`config.mk`:
```
export PLATFORM = sky130hd
export DESIGN_NAME = bpa_decode
export DESIGN_NICKNAME = d
export VERILOG_FILES = /design/src/rtl/bpa_pkg.sv /design/src/rtl/bpa_decode.sv
export SDC_FILE = /design/constraint.sdc
export NUM_CORES = 1
export LEC_CHECK = 0
export BUFFER_PORTS_ARGS = -buffer_cell sky130_fd_sc_hd__buf_2
export CORE_AREA = 2 2 68 70
export DETAILED_ROUTE_END_ITERATION = 10
export DIE_AREA = 0 0 70 72
export PLACE_DENSITY = 0.92
export SYNTH_ARGS = -nofsm -noshare
export SYNTH_HDL_FRONTEND = slang
export SYNTH_SLANG_ARGS = --single-unit
```
`constraint.sdc`:
```
create_clock -name vclk -period 4.57
set_clock_uncertainty 0.05 [all_clocks]
set_input_delay 0.914 -clock vclk [all_inputs]
set_output_delay 0.914 -clock vclk [all_outputs]
set_load 0.02 [all_outputs]
```
`src/rtl/bpa_pkg.sv`:
```
// shared constants and types for the buddy page allocator
package bpa_pkg;

    localparam int PAGE_COUNT = 1024;
    localparam int TOP_ORDER  = 10;
    localparam int PAGE_BYTES = 4096;

    localparam int PAGE_SHIFT = $clog2(PAGE_BYTES);
    localparam int IDX_W      = $clog2(PAGE_COUNT);
    localparam int ORD_W      = 4;
    localparam int CNT_W      = ((IDX_W > TOP_ORDER) ? IDX_W : TOP_ORDER) + 2;

    localparam logic [63:0] POOL_BYTES = 64'(PAGE_COUNT) * 64'(PAGE_BYTES);
    localparam logic [31:0] RESET_BASE = 32'h0090_0000;

    // descriptor word: {first, occupied, order}
    localparam int DESC_W = ORD_W + 2;

    localparam logic [1:0] ST_OK       = 2'd0;
    localparam logic [1:0] ST_BAD_SIZE = 2'd1;
    localparam logic [1:0] ST_NO_SPACE = 2'd2;
    localparam logic [1:0] ST_BAD_ADDR = 2'd3;

    localparam logic FUNC_ALLOC = 1'b0;
    localparam logic FUNC_FREE  = 1'b1;

    typedef struct packed {
        logic             bad_size;
        logic [ORD_W-1:0] want;
        logic             bad_addr;
        logic [IDX_W-1:0] page;
    } t_req_info;

endpackage

```
`src/rtl/bpa_decode.sv`:
```
// request decode: size to order, free address to page index
module bpa_decode
    import bpa_pkg::*;
(
    input  logic [31:0] i_size_bytes,
    input  logic [31:0] i_block_address,
    input  logic [31:0] i_base,
    output t_req_info   o_info
);

    logic [63:0] size_w;
    logic [63:0] off_w;
    logic [ORD_W-1:0] want;
    logic found;

    assign size_w = {32'd0, i_size_bytes};
    assign off_w  = {32'd0, i_block_address} - {32'd0, i_base};

    // smallest order whose span covers the size
    always_comb begin
        want  = '0;
        found = 1'b0;
        for (int k = TOP_ORDER; k >= 0; k--) begin
            if (size_w <= (64'(PAGE_BYTES) << k)) begin
                want  = ORD_W'(k);
                found = 1'b1;
            end
        end
    end

    assign o_info.bad_size = (i_size_bytes == 32'd0) || (size_w > POOL_BYTES) || !found;
    assign o_info.want     = want;
    assign o_info.bad_addr = (i_block_address < i_base) || (off_w >= POOL_BYTES);
    assign o_info.page     = off_w[PAGE_SHIFT +: IDX_W];

endmodule

```
After elaboration in Yosys (flattened, before gate mapping)

Cells that the tools add are included.

Register bits after elaboration: 0
Input bits: 96
Output and inout bits: 16
Logic and storage cells: 42

$add $sub $neg: 1
Magnitude comparators: 14
Mux-type cells: 22
Reductions and logical operators: 5

Operators by type and width:

| cell                 | count |
|---|---|
| $ge 64x23->1 const B | 1 |
| $mux 4               | 11 |
| $sub 32x32->33       | 1 |
| $gt 32x23->1 const B | 1 |
| $le 32x13->1 const B | 1 |
| $le 32x14->1 const B | 1 |
| $le 32x15->1 const B | 1 |
| $le 32x16->1 const B | 1 |
| $le 32x17->1 const B | 1 |
| $le 32x18->1 const B | 1 |
| $le 32x19->1 const B | 1 |
| $le 32x20->1 const B | 1 |
| $le 32x21->1 const B | 1 |
| $le 32x22->1 const B | 1 |
| $le 32x23->1 const B | 1 |
| $logic_not 32->1     | 1 |
| $lt 32x32->1         | 1 |
| $mux 1               | 11 |
| $logic_or 1x1->1     | 3 |
| $logic_not 1->1      | 1 |

Logic depth before layout (Yosys ltp)

Gate-level depths: netlist of the first run.

Word-level depth: 14
Mapped depth: 13
Gate-level depth less buffers: 13

Worst setup path after synthesis of the first run

OpenSTA, ideal clock, no wires.

Path type: input port to output port
Start point: input i_block_address[0]
End point: output o_info[10] in the netlist's numbering
Arrival time: 3.476 ns
Data required time: 3.606 ns
Setup slack: 0.130 ns
Stages: 13
Path buffers: 0
Cells stage by stage: inv_1 > ha_1 > inv_1 > fa_1 > a211oi_1 > o211ai_1 > a21oi_2 > o21ai_1 > a21boi_2 > o21ai_0 > xor2_1 > or4_1 > a2111o_1

RTL lines:

| item               | line            | text |
|---|---|---|
| start: declaration | bpa_decode.sv:6 | `input logic [31:0] i_block_address,` |
| end: declaration   | bpa_decode.sv:8 | `output t_req_info o_info` |

==> impl_metrics.sql, run 1 <==
INSERT INTO impl_metrics (metric_group, metric, value, unit) VALUES
('logic_synthesis', 'synth-seq-area-share', '0', ''),
('final_layout', 'finish.net_count', '549', ''),
('final_layout', 'layout.sequential_cells', '0', ''),
('placement', 'dpl.hpwl', '4820', 'um'),
('sta', 'period_needed', '4.57', 'ns'),
('final_layout', 'antenna-diode-count', '0', ''),
('logic_synthesis', 'yosysWarningCount', '0', ''),
('floorplan', 'number_of_top_level_pins', '112', ''),
('logic_synthesis', 'post_syn_area', '0.00194', 'mm^2'),
('setup_path', 'start_kind', 'input port', ''),
('floorplan', 'die_area', '0.00504', 'mm^2'),
('global_route', 'global_route_wire_length_before_repair', '9580', 'um'),
('setup_path', 'crit_start', 'i_base[2]', ''),
('logic_synthesis', 'synth_top_family_by_area', 'compound AO/OA/AOI/OAI gates', ''),
('sta', 'relative_slew_margins', '0.695', ''),
('global_route', 'grt_pass1_vias', '2414', ''),
('logic_synthesis', 'post_synth_inst_count', '295', ''),
('setup_path', 'setup.worst_path.end_class', 'output pin', ''),
('final_layout', 'share_of_final_layout_standard_cells_stronger_than_drive_strength_1', '0.349', ''),
('sta', 'hold_viol', '0', ''),
('drt', 'detailedRoute.firstIterationViolations', '163', ''),
('logic_synthesis', 'synth-xor-area-share', '0.0586', ''),
('worst_hold_path', 'min_path_type', 'in2out', ''),
('floorplan', 'chipWidth', '70', 'um'),
('sta', 'setup_viol_count_final', '1', ''),
('logic_synthesis', 'synth.mux.area_fraction', '0.00515', ''),
('floorplan', 'die_h', '72', 'um'),
('logic_synthesis', 'post_synth_fa_ha_maj_area_fraction', '0.216', ''),
('placement', 'finalWeightedCongestion', '0.895', ''),
('outcome', 'run_status', 'finished, violations left', ''),
('floorplan', 'row_count', '24', ''),
('drt', 'routed_wire_length', '5610', 'um'),
('final_layout', 'finish.utilization', '0.636', ''),
('logic_synthesis', 'post_synth_num_cell_types', '55', ''),
('setup_path', 'crit_arrival', '3.61', 'ns'),
('logic_synthesis', 'compound_gate_fraction_of_synth_area', '0.372', ''),
('power', 'powerDensity', '127', 'mW/mm^2'),
('drt', 'drc', '0', ''),
('global_route', 'grt_max_degree', '11', ''),
('drt', 'route.vias.total', '2573', ''),
('global_route', 'global_route.usage.total', '0.213', ''),
('drt', 'wl_per_cell', '11.9', 'um'),
('drt', 'drt_first_pass_iters', '4', ''),
('sta', 'max_freq', '0.219', 'GHz'),
('sta', 'fin_setup_tns', '-0.000958', 'ns'),
('drt', 'routedLengthMet1', '2440', 'um'),
('logic_synthesis', 'yosys.area_share.simple', '0.263', ''),
('drt', 'top_layer_used', 'met4', ''),
('final_layout', 'filler_cell_count', '368', ''),
('final_layout', 'register_area', '0', 'um^2'),
('setup_path', 'cp.required', '3.61', 'ns'),
('setup_path', 'worst-path-max-fanout', '2', ''),
('drt', 'ant_nets', '0', ''),
('drt', 'detailroute.wirelength.met2', '2740', 'um'),
('drt', 'routed_via_density', '5.47', ''),
('placement', 'detailedPlace.worstSlack', '-0.232', 'ns'),
('sta', 'worst_slew_pin_slew', '0.452', 'ns'),
('logic_synthesis', 'syn_area_per_cell', '6.59', 'um^2'),
('final_layout', 'final_common_cell', 'buf_2', ''),
('sta', 'setup_slack', '-0.000958', 'ns'),
('power', 'leakage', '1.38', 'nW'),
('sta', 'fin_crit_share', '1.00', ''),
('logic_synthesis', 'postSynthNetCount', '424', ''),
('power', 'peakVddDrop', '0.0578', 'mV'),
('sta', 'rsz0062_at_grt', 'true', ''),
('setup_path', 'critical_path_class', 'in2out', ''),
('sta', 'worst_hold_slack', '2.20', 'ns'),
('final_layout', 'n_clock_buffer', '0', ''),
('outcome', 'failing_checks', 'setup timing', ''),
('floorplan', 'floorplan.core_area', '0.00426', 'mm^2'),
('worst_hold_path', 'hold_start', 'i_size_bytes[13]', ''),
('drt', 'wl_met3', '376', 'um'),
('global_route', 'number_of_antenna_violations_at_the_first_check_in_global_routing', '0', ''),
('placement', 'port_buffer_count', '112', ''),
('floorplan', 'initial_core_util', '0.456', ''),
('global_route', 'grt-ovfl-total', '0', ''),
('sta', 'drv_slew', '0', ''),
('final_layout', 'layout_common_cells', '111 x buf_2, 41 x inv_1, 32 x a21oi_1, 30 x ha_1, 26 x nor2_1', ''),
('final_layout', 'area_growth_from_synthesis_to_final_layout', '39.4', '%'),
('job', 'timing.max_cap.violations', '0', '');
-- logic make-up (layout without fill, tap and decap cells) --
family / count (synthesis) / after routing
AO/OA/AOI/OAI: 107 / 107
AND/OR/NAND/NOR: 97 / 97
buffers and inverters: 44 / 167
adder cells (fa/ha/maj): 33 / 33
XOR/XNOR: 13 / 13
multiplexers: 1 / 1
-- path summary, 6_finish.rpt --
check | to | slack [ns] | cells after the start
max | o_info[10] | -0.001 | 13
min | o_info[12] | 2.20 | 4
-- synthesized netlist by cell type (3+ instances only) --
cell type / number / area, um^2
o211ai_1: 3 / 22.5
a311oi_1: 3 / 26.3
a211oi_1: 5 / 37.5
ha_1: 32 / 400
inv_1: 42 / 158
xor2_1: 3 / 26.3
or3_1: 4 / 25.0
nor4_1: 5 / 31.3
nor4_2: 3 / 37.5
nor2_1: 26 / 97.6
nand3_1: 7 / 35.0
o21ai_0: 18 / 90.1
and2_1: 4 / 25.0
and3_1: 3 / 18.8
a21o_1: 5 / 37.5
o21ai_1: 6 / 30.0
nand4_1: 5 / 31.3
a31oi_1: 7 / 43.8
nor3_1: 8 / 40.0
xnor2_1: 10 / 87.6
nand3b_1: 3 / 22.5
nand2_1: 19 / 71.3
a21oi_1: 33 / 165
-- through the flow --
| step | total power [W] | std cells | cell area (um^2) |
|---|---|---|---|
| finish | 0.000345 | 470 | 2710 |
| global route | 0.000381 | 470 | 2710 |
| CTS | 0.000338 | 470 | 2690 |
| detailed placement | 0.000330 | 468 | 2640 |
| global placement | 0.000320 | 468 | 2640 |
| floorplan | 0.000214 | 295 | 1940 |
-- power by group --
group / total (W) / internal (W) / leakage [nW] / switching (W)
combinational: 0.000345 / 0.000156 / 1.38 / 0.000189
clock: 0 / 0 / 0 / 0
sequential: 0 / 0 / 0 / 0
total: 0.000345 / 0.000156 / 1.38 / 0.000189
-- critical path, stage by stage --
cell and delay [ns]:
buf_2 0.10, inv_1 0.08, ha_4 0.22, o211ai_2 0.17
a21oi_1 0.09, or4_4 0.50, a21oi_4 0.15, a31oi_2 0.11
a21bo_1 0.20, mux2i_1 0.12, or4_1 0.52, a2111o_1 0.31
buf_6 0.14
-- metal layers --
| layer | global-route usage | up-vias |
|---|---|---|
| li1 | - | 1340 |
| met1 | 0.262 | 1128 |
| met2 | 0.415 | 97 |
| met3 | 0.0181 | 8 |
| met4 | 0.0256 | 0 |
| met5 | 0 | - |
-- repair_timing --
item | CTS | global route
hold buffers | 0 | 0
resized for setup | 8 | 4
setup endpoints to repair | 1 | 1
setup buffers | 2 | 0
cloned | 0 | 0
pin swaps | 6 | 3
endpoints found under the hold margin | 0 | 0
-- cell type report --
type / count / area (um^2) / area share
inverter: 43 / 161 / 0.0596
multi-input combinational: 251 / 1830 / 0.674
tap: 52 / 65.1 / 0.0240
timing repair buffer: 124 / 657 / 0.242
No activity file was read; power rests on OpenSTA's default activity.
==> run 2, diff against run 1 <==
- ABC_AREA: default -> 1
- CORE_AREA: 2 2 68 70 -> 2 2 78 80
- DIE_AREA: 0 0 70 72 -> 0 0 80 82
- PLACE_DENSITY: 0.92 -> 0.93
==> run 2 against run 1 <==
  * Final cell count up 67%
  * The flow now finishes without violations
  * Combinational power increased by 13%
  * Cell area up 31%
  * First-iteration DRC count is 15% higher
  * Utilization fell by 1.6 points
  * Area after synthesis up 50%
  * Critical path depth grew 2
  * Power is 13% higher
  * Clock-buffer cell count is the same
==> impl_metrics.sql, run 2 <==
INSERT INTO impl_metrics (metric_group, metric, value, unit) VALUES
('outcome', 'run_status', 'finished, final reports clean', ''),
('global_route', 'grt-ovfl-total', '0', ''),
('final_layout', 'final_common_cell', 'nand2_1', ''),
('sta', 'setup_viol_count_final', '0', ''),
('floorplan', 'number_of_top_level_pins', '112', ''),
('job', 'timing.max_cap.violations', '0', ''),
('setup_path', 'crit_arrival', '2.86', 'ns'),
('drt', 'detailedRoute.firstIterationViolations', '188', ''),
('logic_synthesis', 'post_syn_area', '0.00291', 'mm^2'),
('sta', 'setup_slack', '0.745', 'ns'),
('power', 'leakage', '2.21', 'nW'),
('sta', 'rsz0062_at_grt', 'false', ''),
('sta', 'max_freq', '0.261', 'GHz'),
('placement', 'port_buffer_count', '112', ''),
('logic_synthesis', 'synth_top_cells_by_area', 'nand2_1 24%, inv_1 15%, ha_1 14%, nor2_1 13%, nand3_1 5.5%', ''),
('placement', 'finalWeightedCongestion', '1.01', ''),
('power', 'p_total', '0.000390', 'W'),
('drt', 'wl_per_cell', '11.9', 'um'),
('final_layout', 'register_area', '0', 'um^2'),
('global_route', 'met1_usage', '0.309', ''),
('drt', 'route.vias.total', '4132', ''),
('drt', 'ant_nets', '0', ''),
('floorplan', 'chipWidth', '80', 'um'),
('global_route', 'number_of_antenna_violations_at_the_first_check_in_global_routing', '0', ''),
('logic_synthesis', 'yosys.area.top_type_share', '0.239', ''),
('logic_synthesis', 'synth-seq-area-share', '0', ''),
('power', 'peakVddDrop', '0.0919', 'mV'),
('logic_synthesis', 'synth.top_cells.by_count', '185 x nand2_1, 119 x inv_1, 101 x nor2_1', ''),
('sta', 'period_needed', '3.82', 'ns'),
('setup_path', 'cp.required', '3.61', 'ns'),
('final_layout', 'filler_cell_count', '594', ''),
('worst_hold_path', 'hold_end', 'o_info[9]', ''),
('floorplan', 'die_h', '82', 'um'),
('sta', 'drv_slew', '0', ''),
('floorplan', 'row_count', '28', ''),
('logic_synthesis', 'top_cell_type_by_total_area_after_synthesis', 'nand2_1', ''),
('placement', 'postPlaceCellArea', '0.00356', 'mm^2'),
('clocking', 'cts_hold_buffers', '0', ''),
('clocking', 'cts_resized', '0', ''),
('drt', 'drc', '0', ''),
('worst_hold_path', 'hold_start', 'i_block_address[21]', ''),
('floorplan', 'initial_core_util', '0.506', ''),
('global_route', 'grt_pass1_vias', '3829', ''),
('final_layout', 'finish.net_count', '839', ''),
('global_route', 'grt_use_met2', '0.559', ''),
('final_layout', 'layout.sequential_cells', '0', ''),
('placement', 'dpl.hpwl', '8170', 'um'),
('final_layout', 'share_of_final_layout_standard_cells_stronger_than_drive_strength_1', '0.201', ''),
('logic_synthesis', 'post_synth_inst_count', '596', ''),
('setup_path', 'worst-path-max-fanout', '4', ''),
('setup_path', 'setup.worst_path.end_class', 'output pin', ''),
('sta', 'relative_slew_margins', '0.702', ''),
('sta', 'worst_slew_pin_slew', '0.444', 'ns'),
('logic_synthesis', 'syn_area_per_cell', '4.88', 'um^2'),
('setup_path', 'critical_path_class', 'in2out', ''),
('final_layout', 'area_growth_from_synthesis_to_final_layout', '22.5', '%'),
('placement', 'detailedPlace.worstSlack', '0.798', 'ns'),
('sta', 'fin_setup_tns', '0', 'ns'),
('worst_hold_path', 'hold_path_depth', '4', ''),
('global_route', 'global_route.usage.total', '0.282', ''),
('logic_synthesis', 'postSynthNetCount', '725', ''),
('logic_synthesis', 'post_synth_num_cell_types', '35', ''),
('clocking', 'post-cts-setup-buffer-count', '0', ''),
('drt', 'routed_wire_length', '9310', 'um'),
('sta', 'fin_crit_share', '0.837', ''),
('drt', 'routed_via_density', '5.28', ''),
('logic_synthesis', 'yosysWarningCount', '0', ''),
('drt', 'drt_first_pass_iters', '5', ''),
('global_route', 'global_route_wire_length_before_repair', '15400', 'um'),
('final_layout', 'layout_common_cells', '185 x nand2_1, 119 x inv_1, 112 x buf_2, 101 x nor2_1', ''),
('final_layout', 'final_cell_area', '0.00356', 'mm^2'),
('logic_synthesis', 'synth_most_common_cell', 'nand2_1', ''),
('global_route', 'globalRoute.busiestLayer', 'met2', ''),
('final_layout', 'finish.utilization', '0.620', ''),
('floorplan', 'floorplan.core_area', '0.00575', 'mm^2'),
('final_layout', 'multiInputGateArea', '0.00245', 'mm^2'),
('worst_hold_path', 'min_path_type', 'in2out', ''),
('global_route', 'grt_util_met3', '0.0143', ''),
('final_layout', 'antenna-diode-count', '0', ''),
('final_layout', 'n_clock_buffer', '0', ''),
('setup_path', 'start_kind', 'input port', ''),
('floorplan', 'die_area', '0.00656', 'mm^2'),
('sta', 'hold_viol', '0', ''),
('global_route', 'grt_max_degree', '8', ''),
('power', 'powerDensity', '109', 'mW/mm^2');
-- run 2: cell count changes after synthesis, sizes merged, moves of 4 or more --
cell	change
xnor2	-5
a211oi	-6
nor2	+86
or3	-5
o211ai	-4
inv	+79
nand3	+26
o21ai	-7
o21bai	+5
nand2	+175
-- run 2: critical path, stage by stage --
cell and delay (ns):
buf_2 0.10, ha_1 0.36, a21oi_1 0.27, nor2_1 0.06
nor2_1 0.15, o21ai_1 0.13, a21oi_1 0.21, nand2_1 0.08
nand2_1 0.06, nand2_1 0.04, inv_1 0.04, nand2_1 0.05
nor2_1 0.11, nand3_1 0.10, buf_2 0.17
-- run 2: per-stage QoR --
stage / hold slack (ns) / std cells
after floorplan: 2.08 / 596
after global placement: 2.28 / 783
after detailed placement: 2.28 / 783
after CTS: 2.30 / 783
after global routing: 2.34 / 783
final: 2.30 / 783
-- run 2: how the worst max path moves through the flow --
stage               slack, ns          to           startpoint
finish                   0.75  o_info[10]  i_block_address[17]
global route             0.56  o_info[10]   i_block_address[0]
CTS                      0.79  o_info[10]           i_base[17]
detailed placement       0.80  o_info[10]           i_base[17]
global placement         0.84  o_info[10]   i_block_address[0]
floorplan                1.18  o_info[10]   i_block_address[0]
-- run 2: logic make-up (layout without fill, tap and decap cells) --
family / count (synthesis) / in the layout / share of synthesized area
AO/OA/AOI/OAI: 66 / 66 / 0.131
XOR/XNOR: 10 / 10 / 0.0301
adder cells (fa/ha/maj): 33 / 33 / 0.145
buffers and inverters: 122 / 234 / 0.157
AND/OR/NAND/NOR: 365 / 365 / 0.537
-- run 2: power breakdown --
group,switching [W],total [W],internal (W)
sequential,0,0,0
clock,0,0,0
combinational,0.000246,0.000390,0.000144
-- run 2: area by class of cell --
| cell class | count | share of cell area |
|---|---|---|
| Timing Repair Buffer | 112 | 0.157 |
| Multi-Input combinational cell | 474 | 0.688 |
| Tap cell | 75 | 0.0263 |
| Inverter | 122 | 0.129 |
-- run 2: routing by layer --
layer | wire length [um] | part of all wire
met1 | 3630 | 0.39
met2 | 4480 | 0.48
met3 | 811 | 0.087
met4 | 387 | 0.042
met5 | 0 | 0
==> run 3, diff against run 2 <==
- clock period: 4.57 -> 3.92 ns (I/O delays scaled with it)
==> run 3 against run 2 <==
  * Worst setup slack worse by 0.41 ns
  * Via count is 0.68% lower
  * Hold slack worse by 0.25 ns
  * Sequential cell count stayed put
  * Die area stayed put
  * Utilization stayed put
  * Largest power group unchanged
==> impl_metrics.sql, run 3 (same netlist as run 2, synthesis figures left out) <==
INSERT INTO impl_metrics (metric_group, metric, value, unit) VALUES
('drt', 'route.vias.total', '4104', ''),
('placement', 'dpl.hpwl', '8190', 'um'),
('sta', 'relative_slew_margins', '0.707', ''),
('drt', 'drt_first_pass_iters', '5', ''),
('setup_path', 'setup.worst_path.end_class', 'output pin', ''),
('final_layout', 'finish.net_count', '839', ''),
('power', 'leakage', '2.21', 'nW'),
('floorplan', 'die_h', '82', 'um'),
('drt', 'ant_nets', '0', ''),
('drt', 'drc', '0', ''),
('outcome', 'run_status', 'finished, final reports clean', ''),
('floorplan', 'number_of_top_level_pins', '112', ''),
('final_layout', 'antenna-diode-count', '0', ''),
('clocking', 'cts_resized', '0', ''),
('job', 'timing.max_cap.violations', '0', ''),
('placement', 'detailedPlace.worstSlack', '0.410', 'ns'),
('final_layout', 'layout_common_cells', '185 x nand2_1, 119 x inv_1, 112 x buf_2, 101 x nor2_1', ''),
('floorplan', 'die_area', '0.00656', 'mm^2'),
('floorplan', 'floorplan.core_area', '0.00575', 'mm^2'),
('setup_path', 'crit_slowest_cell', 'fa_1', ''),
('global_route', 'number_of_antenna_violations_at_the_first_check_in_global_routing', '0', ''),
('global_route', 'global_route.usage.total', '0.280', ''),
('drt', 'wl_per_cell', '11.9', 'um'),
('sta', 'setup_slack', '0.335', 'ns'),
('drt', 'detailedRoute.firstIterationViolations', '175', ''),
('global_route', 'grt_pass1_vias', '3734', ''),
('final_layout', 'final_common_cell', 'nand2_1', ''),
('floorplan', 'row_count', '28', ''),
('clocking', 'post-cts-setup-buffer-count', '0', ''),
('global_route', 'global_route_wire_length_before_repair', '15200', 'um'),
('sta', 'rsz0062_at_grt', 'false', ''),
('global_route', 'grt-ovfl-total', '0', ''),
('setup_path', 'worst-path-max-fanout', '3', ''),
('drt', 'routed_via_density', '5.24', ''),
('worst_hold_path', 'hold_start', 'i_block_address[21]', ''),
('sta', 'hold_viol', '0', ''),
('setup_path', 'crit_top_cell', 'nand2_1', ''),
('sta', 'worst_slew_pin_slew', '0.436', 'ns'),
('worst_hold_path', 'hold_path_depth', '4', ''),
('clocking', 'cts_hold_buffers', '0', ''),
('placement', 'port_buffer_count', '112', ''),
('worst_hold_path', 'hold_end', 'o_info[9]', ''),
('final_layout', 'area_growth_from_synthesis_to_final_layout', '22.5', '%'),
('sta', 'drv_slew', '0', ''),
('floorplan', 'chipWidth', '80', 'um'),
('setup_path', 'start_kind', 'input port', ''),
('setup_path', 'cp.required', '3.09', 'ns'),
('sta', 'period_needed', '3.58', 'ns'),
('setup_path', 'critical_path_class', 'in2out', ''),
('setup_path', 'timing.critical_path.slowest_cell_delay', '0.37', 'ns'),
('setup_path', 'critical_path.cell_chain', 'buf_2, inv_1, ha_1, inv_1, fa_1, nand3_1, nand2_1, nand3_1, nand2_1, nand2_1, nand3_1, nand2_1, nand2_1, nor2_1, nand2_1, nor2_1, nand3_1, buf_2', ''),
('final_layout', 'share_of_final_layout_standard_cells_stronger_than_drive_strength_1', '0.201', ''),
('final_layout', 'layout.sequential_cells', '0', ''),
('worst_hold_path', 'min_path_type', 'in2out', ''),
('final_layout', 'final_cell_area', '0.00356', 'mm^2'),
('placement', 'postPlaceCellArea', '0.00356', 'mm^2'),
('sta', 'fin_setup_tns', '0', 'ns'),
('sta', 'fin_crit_share', '0.915', ''),
('setup_path', 'crit_arrival', '2.75', 'ns'),
('sta', 'max_freq', '0.279', 'GHz'),
('final_layout', 'n_clock_buffer', '0', ''),
('power', 'powerDensity', '128', 'mW/mm^2'),
('drt', 'routed_wire_length', '9310', 'um'),
('final_layout', 'layoutNonFillerInstCount', '783', ''),
('sta', 'setup_viol_count_final', '0', ''),
('final_layout', 'filler_cell_count', '599', ''),
('placement', 'dpl_cells', '783', ''),
('final_layout', 'register_area', '0', 'um^2'),
('power', 'peakVddDrop', '0.105', 'mV'),
('floorplan', 'initial_core_util', '0.506', ''),
('global_route', 'grt_max_degree', '8', ''),
('placement', 'finalWeightedCongestion', '1.02', '');
## run 3: cell counts in the layout (fill, tap and decap cells not counted)
No cell type changed its count.
## run 3: how the worst max path moves through the flow
stage	cells past startpoint	slack, ns	start	endpoint
after global routing	18	0.15	i_block_address[0]	o_info[10]
after global placement	20	0.45	i_block_address[0]	o_info[10]
final	18	0.34	i_block_address[0]	o_info[10]
after CTS	20	0.40	i_block_address[0]	o_info[10]
after floorplan	18	0.79	i_block_address[0]	o_info[10]
after detailed placement	20	0.41	i_block_address[0]	o_info[10]
## run 3: area by class of cell
type / instances / area [um^2] / area share
Timing Repair Buffer: 112 / 561 / 0.157
Tap cell: 75 / 93.8 / 0.0263
Inverter: 122 / 458 / 0.129
Multi-Input combinational cell: 474 / 2450 / 0.688
## run 3: layer usage
metal  part of all wire  track usage  up-vias  routed length [um]
li1                   -            -     2081                   -
met1               0.41        0.312     1808                3800
met2               0.49        0.568      187                4560
met3              0.070       0.0143       28                 656
met4              0.031       0.0780        0                 290
met5                  0            0        -                   0
## run 3: critical path: cells and delay by family
kind	cells	cell delay [ns]
buffers and inverters	4	0.36
adders and majority gates	2	0.50
and+or+nand+nor	12	1.09
## run 3: where the power goes
group | internal (W) | leakage [nW] | switching [W]
sequential | 0 | 0 | 0
clock | 0 | 0 | 0
combinational | 0.000168 | 2.21 | 0.000287
total | 0.000168 | 2.21 | 0.000287
## run 3: metrics by stage
| step | hold slack [ns] | total power (W) | util |
|---|---|---|---|
| final | 2.05 | 0.000455 | 0.620 |
| after global routing | 2.08 | 0.000506 | 0.620 |
| after global placement | 2.02 | 0.000437 | 0.620 |
| after CTS | 2.05 | 0.000448 | 0.620 |
| after floorplan | 1.82 | 0.000300 | - |
| after detailed placement | 2.03 | 0.000445 | 0.620 |
